## config.mk

```make
export PLATFORM = sky130hd
export DESIGN_NAME = multi_button_time_debouncer_flat
export DESIGN_NICKNAME = d
export VERILOG_FILES = /design/src/hdl/mbd_pkg.sv /design/src/hdl/mbd_if.sv /design/src/hdl/mbd_lane.sv /design/src/hdl/mbd_merge.sv /design/src/hdl/multi_button_time_debouncer.sv /design/src/flat_wrapper.sv
export SDC_FILE = /design/constraint.sdc
export NUM_CORES = 2
export LEC_CHECK = 0
export BUFFER_PORTS_ARGS = -buffer_cell sky130_fd_sc_hd__buf_2
export CAP_MARGIN = 20
export CORE_UTILIZATION = 60
export CTS_BUF_LIST = sky130_fd_sc_hd__clkbuf_2
export CTS_CLUSTER_SIZE = 25
export DETAILED_ROUTE_END_ITERATION = 8
export PLACE_DENSITY = 0.8
export SYNTH_ARGS = -nofsm -noshare
export SYNTH_HDL_FRONTEND = slang
export SYNTH_SLANG_ARGS = --single-unit
```

## constraint.sdc

```tcl
create_clock -name clk_i -period 4.5 [get_ports clk_i]
set_input_delay 0.9 -clock clk_i [delete_from_list [all_inputs] [get_ports clk_i]]
set_output_delay 0.9 -clock clk_i [all_outputs]
set_load 0.02 [all_outputs]
```

## src/hdl/mbd_pkg.sv

```systemverilog
// Package for the multi-button debouncer: lane count, field widths and the
// per-lane status type. No dependencies.
package mbd_pkg;

  localparam int unsigned NumButtons = 16;
  localparam int unsigned LanesMax   = 16;
  localparam int unsigned PortWidth  = 8;
  localparam int unsigned TimeWidth  = 32;
  localparam int unsigned SettleWidth = 16;

  localparam logic [SettleWidth-1:0] SettleReset = SettleWidth'(50);

  typedef logic [LanesMax-1:0]    lane_vec_t;
  typedef logic [TimeWidth-1:0]   stamp_t;
  typedef logic [SettleWidth-1:0] settle_t;
  typedef logic [PortWidth-1:0]   port_t;

  // What one lane reports to the merging stage
  typedef struct packed {
    logic stable;       // debounced state held now
    logic next_stable;  // debounced state after the beat on offer
  } lane_status_t;

endpackage

```

## src/hdl/mbd_if.sv

```systemverilog
// Channel interfaces of the debouncer: poll input, result output and the
// settle-time write channel. Depends on mbd_pkg.

interface mbd_poll_if;
  logic           valid;
  logic           ready;
  mbd_pkg::port_t port_a_raw;
  mbd_pkg::port_t port_b_raw;
  mbd_pkg::stamp_t now_ms;

  modport source (output valid, output port_a_raw, output port_b_raw, output now_ms,
                  input ready);
  modport sink   (input valid, input port_a_raw, input port_b_raw, input now_ms,
                  output ready);
endinterface

interface mbd_result_if;
  logic               valid;
  logic               ready;
  mbd_pkg::lane_vec_t debounced_buttons;
  mbd_pkg::lane_vec_t changed_mask;

  modport source (output valid, output debounced_buttons, output changed_mask,
                  input ready);
  modport sink   (input valid, input debounced_buttons, input changed_mask,
                  output ready);
endinterface

interface mbd_cfg_if;
  logic             valid;
  logic             ready;
  mbd_pkg::settle_t settle_time_ms;

  modport source (output valid, output settle_time_ms, input ready);
  modport sink   (input valid, input settle_time_ms, output ready);
endinterface

```

## src/hdl/mbd_lane.sv

```systemverilog
// One debounce lane: last sample, time of its last change and debounced bit.
// Depends on mbd_pkg.
module mbd_lane (
  input  logic                  clk_i,
  input  logic                  rst_ni,
  input  logic                  en_i,
  input  logic                  sample_i,
  input  mbd_pkg::stamp_t       now_ms_i,
  input  mbd_pkg::settle_t      settle_i,
  output mbd_pkg::lane_status_t status_o
);

  logic            prev_q, prev_d;
  logic            stable_q, stable_d;
  mbd_pkg::stamp_t stamp_q, stamp_d;
  mbd_pkg::stamp_t elapsed;

  // wrapping difference, so a time that runs backwards reads as a long wait
  assign elapsed = now_ms_i - stamp_q;

  always_comb begin
    prev_d   = prev_q;
    stamp_d  = stamp_q;
    stable_d = stable_q;
    if (sample_i != prev_q) begin
      prev_d  = sample_i;
      stamp_d = now_ms_i;
    end else if (elapsed >= {{(mbd_pkg::TimeWidth-mbd_pkg::SettleWidth){1'b0}}, settle_i}) begin
      stable_d = sample_i;
    end
  end

  always_ff @(posedge clk_i or negedge rst_ni) begin
    if (!rst_ni) begin
      prev_q   <= 1'b0;
      stable_q <= 1'b0;
      stamp_q  <= '0;
    end else if (en_i) begin
      prev_q   <= prev_d;
      stable_q <= stable_d;
      stamp_q  <= stamp_d;
    end
  end

  assign status_o.stable      = stable_q;
  assign status_o.next_stable = stable_d;

endmodule

```

## src/hdl/mbd_merge.sv

```systemverilog
// Merging stage: gathers the lanes' debounced bits into the result beat and
// holds it in the output register. Depends on mbd_pkg and mbd_if.
module mbd_merge (
  input  logic                  clk_i,
  input  logic                  rst_ni,
  input  logic                  take_i,
  input  mbd_pkg::lane_status_t lanes_i [mbd_pkg::LanesMax],
  output logic                  space_o,
  mbd_result_if.source          result_o
);

  logic               valid_q, valid_d;
  mbd_pkg::lane_vec_t buttons_q, changed_q;
  mbd_pkg::lane_vec_t now_vec, next_vec;

  always_comb begin
    for (int i = 0; i < int'(mbd_pkg::LanesMax); i++) begin
      now_vec[i]  = lanes_i[i].stable;
      next_vec[i] = lanes_i[i].next_stable;
    end
  end

  // a new beat may enter when the register is empty or drains this cycle
  assign space_o = !valid_q || result_o.ready;

  always_comb begin
    valid_d = valid_q;
    if (take_i) begin
      valid_d = 1'b1;
    end else if (result_o.ready) begin
      valid_d = 1'b0;
    end
  end

  always_ff @(posedge clk_i or negedge rst_ni) begin
    if (!rst_ni) begin
      valid_q <= 1'b0;
    end else begin
      valid_q <= valid_d;
    end
  end

  always_ff @(posedge clk_i) begin
    if (take_i) begin
      buttons_q <= next_vec;
      changed_q <= next_vec ^ now_vec;
    end
  end

  assign result_o.valid             = valid_q;
  assign result_o.debounced_buttons = buttons_q;
  assign result_o.changed_mask      = changed_q;

endmodule

```

## src/hdl/multi_button_time_debouncer.sv

```systemverilog
// Sixteen-button timestamp debouncer: polls two active-low ports, reports
// the debounced vector and the lanes that changed on each poll.
// Usage:
//   poll_i   : one beat per poll, carrying port_a_raw, port_b_raw (active
//              low, port A is buttons 0..7, port B buttons 8..15) and now_ms.
//   result_o : one beat per poll with debounced_buttons (1 = pressed) and
//              changed_mask (lanes whose debounced bit moved on that poll).
//   cfg_i    : writes settle_time_ms, the time a sample must stay unchanged
//              before it is accepted; always ready, write only while idle.
// A taken poll's result is registered and is on result_o in the next cycle.
// Throughput is one poll per cycle unless result_o stalls; all sixteen lanes
// update in parallel when a poll is taken; one output register holds the result.
// When the receiver stalls, the held beat stays and poll_i.ready stays low
// until it is taken; a poll arriving in the cycle the beat drains is taken.
// Reset clears every lane (nothing pressed, stamps at zero), empties the
// output register and sets settle_time_ms to 50.
// Depends on mbd_pkg, mbd_if, mbd_lane and mbd_merge.
module multi_button_time_debouncer (
  input  logic         clk_i,
  input  logic         rst_ni,
  mbd_poll_if.sink     poll_i,
  mbd_result_if.source result_o,
  mbd_cfg_if.sink      cfg_i
);

  logic                  take;
  logic                  space;
  mbd_pkg::settle_t      settle_q;
  mbd_pkg::lane_vec_t    pressed;
  mbd_pkg::lane_status_t lane_status [mbd_pkg::LanesMax];

  assign cfg_i.ready = 1'b1;

  always_ff @(posedge clk_i or negedge rst_ni) begin
    if (!rst_ni) begin
      settle_q <= mbd_pkg::SettleReset;
    end else if (cfg_i.valid) begin
      settle_q <= cfg_i.settle_time_ms;
    end
  end

  assign poll_i.ready = space;
  assign take         = poll_i.valid && space;
  assign pressed      = ~{poll_i.port_b_raw, poll_i.port_a_raw};

  for (genvar i = 0; i < int'(mbd_pkg::LanesMax); i++) begin : g_lane
    if (i < int'(mbd_pkg::NumButtons)) begin : g_active
      mbd_lane u_lane (
        .clk_i    (clk_i),
        .rst_ni   (rst_ni),
        .en_i     (take),
        .sample_i (pressed[i]),
        .now_ms_i (poll_i.now_ms),
        .settle_i (settle_q),
        .status_o (lane_status[i])
      );
    end else begin : g_idle
      // lanes beyond the button count stay released
      assign lane_status[i] = '0;
    end
  end

  mbd_merge u_merge (
    .clk_i    (clk_i),
    .rst_ni   (rst_ni),
    .take_i   (take),
    .lanes_i  (lane_status),
    .space_o  (space),
    .result_o (result_o)
  );

endmodule

```

## src/flat_wrapper.sv

```systemverilog
// flat-port wrapper written by rule: the top's interface ports become plain ports
module multi_button_time_debouncer_flat 
  (clk_i, rst_ni, poll_i_valid, poll_i_port_a_raw, poll_i_port_b_raw, poll_i_now_ms, poll_i_ready, result_o_valid, result_o_debounced_buttons, result_o_changed_mask, result_o_ready, cfg_i_valid, cfg_i_settle_time_ms, cfg_i_ready);
  mbd_poll_if poll_i_i ();
  mbd_result_if result_o_i ();
  mbd_cfg_if cfg_i_i ();
  input  logic clk_i;
  input  logic rst_ni;
  input wire logic [$bits(poll_i_i.valid)-1:0] poll_i_valid;
  input wire logic [$bits(poll_i_i.port_a_raw)-1:0] poll_i_port_a_raw;
  input wire logic [$bits(poll_i_i.port_b_raw)-1:0] poll_i_port_b_raw;
  input wire logic [$bits(poll_i_i.now_ms)-1:0] poll_i_now_ms;
  output wire logic [$bits(poll_i_i.ready)-1:0] poll_i_ready;
  output wire logic [$bits(result_o_i.valid)-1:0] result_o_valid;
  output wire logic [$bits(result_o_i.debounced_buttons)-1:0] result_o_debounced_buttons;
  output wire logic [$bits(result_o_i.changed_mask)-1:0] result_o_changed_mask;
  input wire logic [$bits(result_o_i.ready)-1:0] result_o_ready;
  input wire logic [$bits(cfg_i_i.valid)-1:0] cfg_i_valid;
  input wire logic [$bits(cfg_i_i.settle_time_ms)-1:0] cfg_i_settle_time_ms;
  output wire logic [$bits(cfg_i_i.ready)-1:0] cfg_i_ready;
  assign poll_i_i.valid = poll_i_valid;
  assign poll_i_i.port_a_raw = poll_i_port_a_raw;
  assign poll_i_i.port_b_raw = poll_i_port_b_raw;
  assign poll_i_i.now_ms = poll_i_now_ms;
  assign poll_i_ready = poll_i_i.ready;
  assign result_o_valid = result_o_i.valid;
  assign result_o_debounced_buttons = result_o_i.debounced_buttons;
  assign result_o_changed_mask = result_o_i.changed_mask;
  assign result_o_i.ready = result_o_ready;
  assign cfg_i_i.valid = cfg_i_valid;
  assign cfg_i_i.settle_time_ms = cfg_i_settle_time_ms;
  assign cfg_i_ready = cfg_i_i.ready;
  multi_button_time_debouncer u_core (.clk_i(clk_i), .rst_ni(rst_ni), .poll_i(poll_i_i), .result_o(result_o_i), .cfg_i(cfg_i_i));
endmodule
```

==> metrics <==
power share of the clock group 0.102; largest family of logic cells by synthesized area compound AO/OA/AOI/OAI gates; CTS max path bufs 3; compound-cell area share of the yosys netlist 0.226; Detail Placement HPWL roughly 140 mm; via count just over 60k; DRT iter0 DRCs 5773; switching power total between 15000 and 20000 µW; final instance area 74200 µm²; clock-pin slew on the worst setup and hold paths ~160 ps; fraction of registers with async set/reset 0.946; final worst slack -812 ps; Hold/Removal Path Class in -> reg; Slew headroom 0.264; Routed Antenna Nets 0; syn avg cell area 8.63 µm²; Simple-Gate Fraction of Synth Area 0.142; cells on worst reg2reg path 24; Initial Utilization 0.609; critical path launch point u_core.g_lane[7].g_active.u_lane.stamp_q[4]; Hold Vio Cnt, Final 0; Synth Instances around 6.7k; NumNets Final approximately 9k; # setup viols final 38; measured slew at the worst slew-check pin between 1000 and 1500 ps; CP startpoint kind register; period utilisation layout 1.18; Yosys warning total 0; Worst setup EP type register; DIE AREA 98300 µm²; top-area cell type share of the netlist area 0.240; clock sink count ~590; first-pass GRT wire length between 300 and 400 mm; Leak 0.0368 µW; largest cells by area after synthesis dfrtp_1 24%, ha_1 16%, mux2_2 9.5%; crit path time final roughly 5300 ps; Final Core Density 0.776; post-synth top area cell dfrtp_1; register area share after synthesis 0.258; Post-synth EDFFs 32; Die W roughly 310 µm; most common flop cell mapped by yosys dfrtp_1; grt total ovfl 0; RSZ-0062 raised after global routing true; Area Growth Syn to Fin 27.4%; core area 95600 µm²; layout cells sized above 1 0.306; Peak VDD IR 0.361 mV; worst-path maximum fanout 5; DR vias/cell 6.29; routability congestion estimate 0.987; Die Ht between 300 and 400 µm; Data arrival, critical path 6680 ps; CP required around 5900 ps; Power Dens Cells roughly 540 nW/µm²; DRT Wirelength approximately 210 mm; mux cell area share after synthesis 0.103; gr usage total 0.392; status finished, violations left; Std-Cell Rows 113; setup slack, reg-to-reg -810 ps; Yosys cell types approximately 100; post-synth net total 7586; Max Freq ~190 MHz; vias in the first global route 58.8k; CTS buffer count 166; max-slew violations 0; synthesized area ~58000 µm²; Crit Path Class reg -> reg; placed inst area 69300 µm²; skew final 163 ps; sequential share of power 0.191; crit path to u_core.g_lane[7].g_active.u_lane.stable_q; Internal ~22000 µW; Final Power around 40000 µW; most frequent cell after synthesis ha_1; top cells by count, synth 752 x ha_1, 673 x inv_1, 558 x dfrtp_1; CTS tree yes; Fillers about 6.4k; Synth Register Bits ~590; routed len/inst about 22 µm; antenna violations before repair 15; PortBufs 102; Post-Synth XOR/XNOR Area 0.0462; largest net degree at the start of global routing 66; DR pass1 iterations 8; r2r startpoint u_core.g_lane[7].g_active.u_lane.stamp_q[4]; CTS root buf clkbuf_2; H-tree depth 4; DP Worst Slack -1630 ps; worst-skew pair later-pin latency 1610 ps; I/O pin cnt 104; Logic pwr share 0.706; max_cap viols 0; adder-cell share of the synthesized area 0.167; sw frac 0.456; failing checks negative setup slack; reg2reg end u_core.g_lane[7].g_active.u_lane.stable_q; DRC 0
how the worst min path moves through the flow:
stage	from	to	slack (ps)	cells past startpoint
3_3_place_gp	u_core.g_lane[14].g_active.u_lane.stamp_q[0]	u_core.g_lane[14].g_active.u_lane.stamp_q[0]	470	2
5_1_grt	poll_i_now_ms[5]	u_core.g_lane[8].g_active.u_lane.stamp_q[5]	10	3
2_1_floorplan	u_core.g_lane[0].g_active.u_lane.stamp_q[0]	u_core.g_lane[0].g_active.u_lane.stamp_q[0]	450	2
6_report	poll_i_now_ms[5]	u_core.g_lane[8].g_active.u_lane.stamp_q[5]	80	3
3_5_place_dp	u_core.g_lane[10].g_active.u_lane.stamp_q[0]	u_core.g_lane[10].g_active.u_lane.stamp_q[0]	480	2
4_1_cts	poll_i_now_ms[11]	u_core.g_lane[9].g_active.u_lane.stamp_q[11]	9	3
layer usage:
metal | global-route usage | routed length (µm)
met1 | 0.474 | 79500
met5 | 0 | 38
met4 | 0.238 | 15200
met2 | 0.644 | 93000
met3 | 0.0783 | 19400
kinds of logic after synthesis:
kind of cell               Yosys count
AOI/OAI and AO/OA                 1997
xor gates and xnor gates           307
adders and majority gates          768
buffers and inverters              903
DFF                                593
muxes                              537
other                                1
and+or+nand+nor                   1643
power groups by stage:
stage | clock, µW | sequential, µW | combinational [µW]
3_5_place_dp | 0 | 7730 | 25200
4_1_cts | 4130 | 7610 | 26100
6_report | 4120 | 7720 | 28500
5_1_grt | 4430 | 7850 | 30800
2_1_floorplan | 0 | 7520 | 16500
3_3_place_gp | 0 | 7600 | 24400
cell usage in the layout (no fill, tap or decap), types with 45 or more instances in the layout:
master | Yosys | routed
a211oi_1 | 66 | 59
a21o_1 | 330 | 330
a21oi_1 | 535 | 480
a21oi_2 | 2 | 53
a31oi_1 | 65 | 57
and3_1 | 51 | 48
buf_2 | 7 | 101
buf_4 | 4 | 1274
clkbuf_2 | 1 | 238
clkinv_1 | 0 | 51
dfrtp_1 | 558 | 558
dlygate4sd3_1 | 0 | 97
ha_1 | 752 | 718
inv_1 | 673 | 664
mux2_2 | 489 | 489
mux2i_1 | 48 | 48
nand2_1 | 420 | 415
nand2b_1 | 102 | 96
nand3_1 | 127 | 123
nand4_1 | 98 | 98
nor2_1 | 407 | 392
nor2b_1 | 119 | 92
nor3_1 | 79 | 76
o211ai_1 | 48 | 48
o21a_1 | 84 | 84
o21ai_0 | 385 | 320
o21ai_1 | 9 | 45
o21bai_1 | 61 | 61
xnor2_1 | 200 | 197
xor2_1 | 107 | 106
registers in the layout, indices dropped and copies added, names as in the netlist:
register / count
u_core.g_lane.g_active.u_lane.stamp_q: 512
u_core.settle_q: 16
u_core.u_merge.result_o.changed_mask: 16
u_core.u_merge.result_o.valid: 1
u_core.g_lane.g_active.u_lane.prev_q: 16
u_core.u_merge.result_o.debounced_buttons: 16
u_core.g_lane.g_active.u_lane.stable_q: 16
critical path: stages, from the launching register on:
cell and delay (ps):
dfrtp_1 380, inv_1 50, ha_1 320, buf_4 180, o21a_1 200, o21ai_0 220
nand2b_1 120, buf_4 150, o211ai_1 150, nand3b_1 200, a21oi_2 180, xnor2_1 90
ha_2 190, a221o_1 250, a221o_1 280, nor4_2 240, o2111ai_1 130, a311oi_1 240
o221ai_1 210, a2111oi_2 430, o2111ai_2 190, nor4_4 310, buf_4 180, nor3b_2 50
a2bb2oi_2 170
final cells by class:
class                      instances  area, µm²  share of cell area
clock inverter                    64        283             0.00381
sequential                       593      15000               0.202
clock buffer                     237       1190              0.0160
antenna                           19       47.5            0.000641
inverter                         674       2540              0.0342
multi-input combinational       5253      41700               0.562
timing repair buffer            1517      11800               0.160
tap                             1265       1580              0.0213
what timing repair did:
action,in CTS,in global routing
pin swaps,148,210
hold buffers,103,0
endpoints found under the setup margin,44,48
hold endpoints to repair,435,0
setup buffers,42,46
resized for setup,149,259
stage by stage:
step,cells,hold WS [ps],setup TNS (ps)
after detailed placement,9113,476,-61870
after CTS,9559,8.60,-8590
after global placement,9113,467,-54770
after floorplan,6749,454,-20700
after global routing,9613,9.62,-20430
final,9622,75.2,-11410
(Power assumes the default switching activity.)
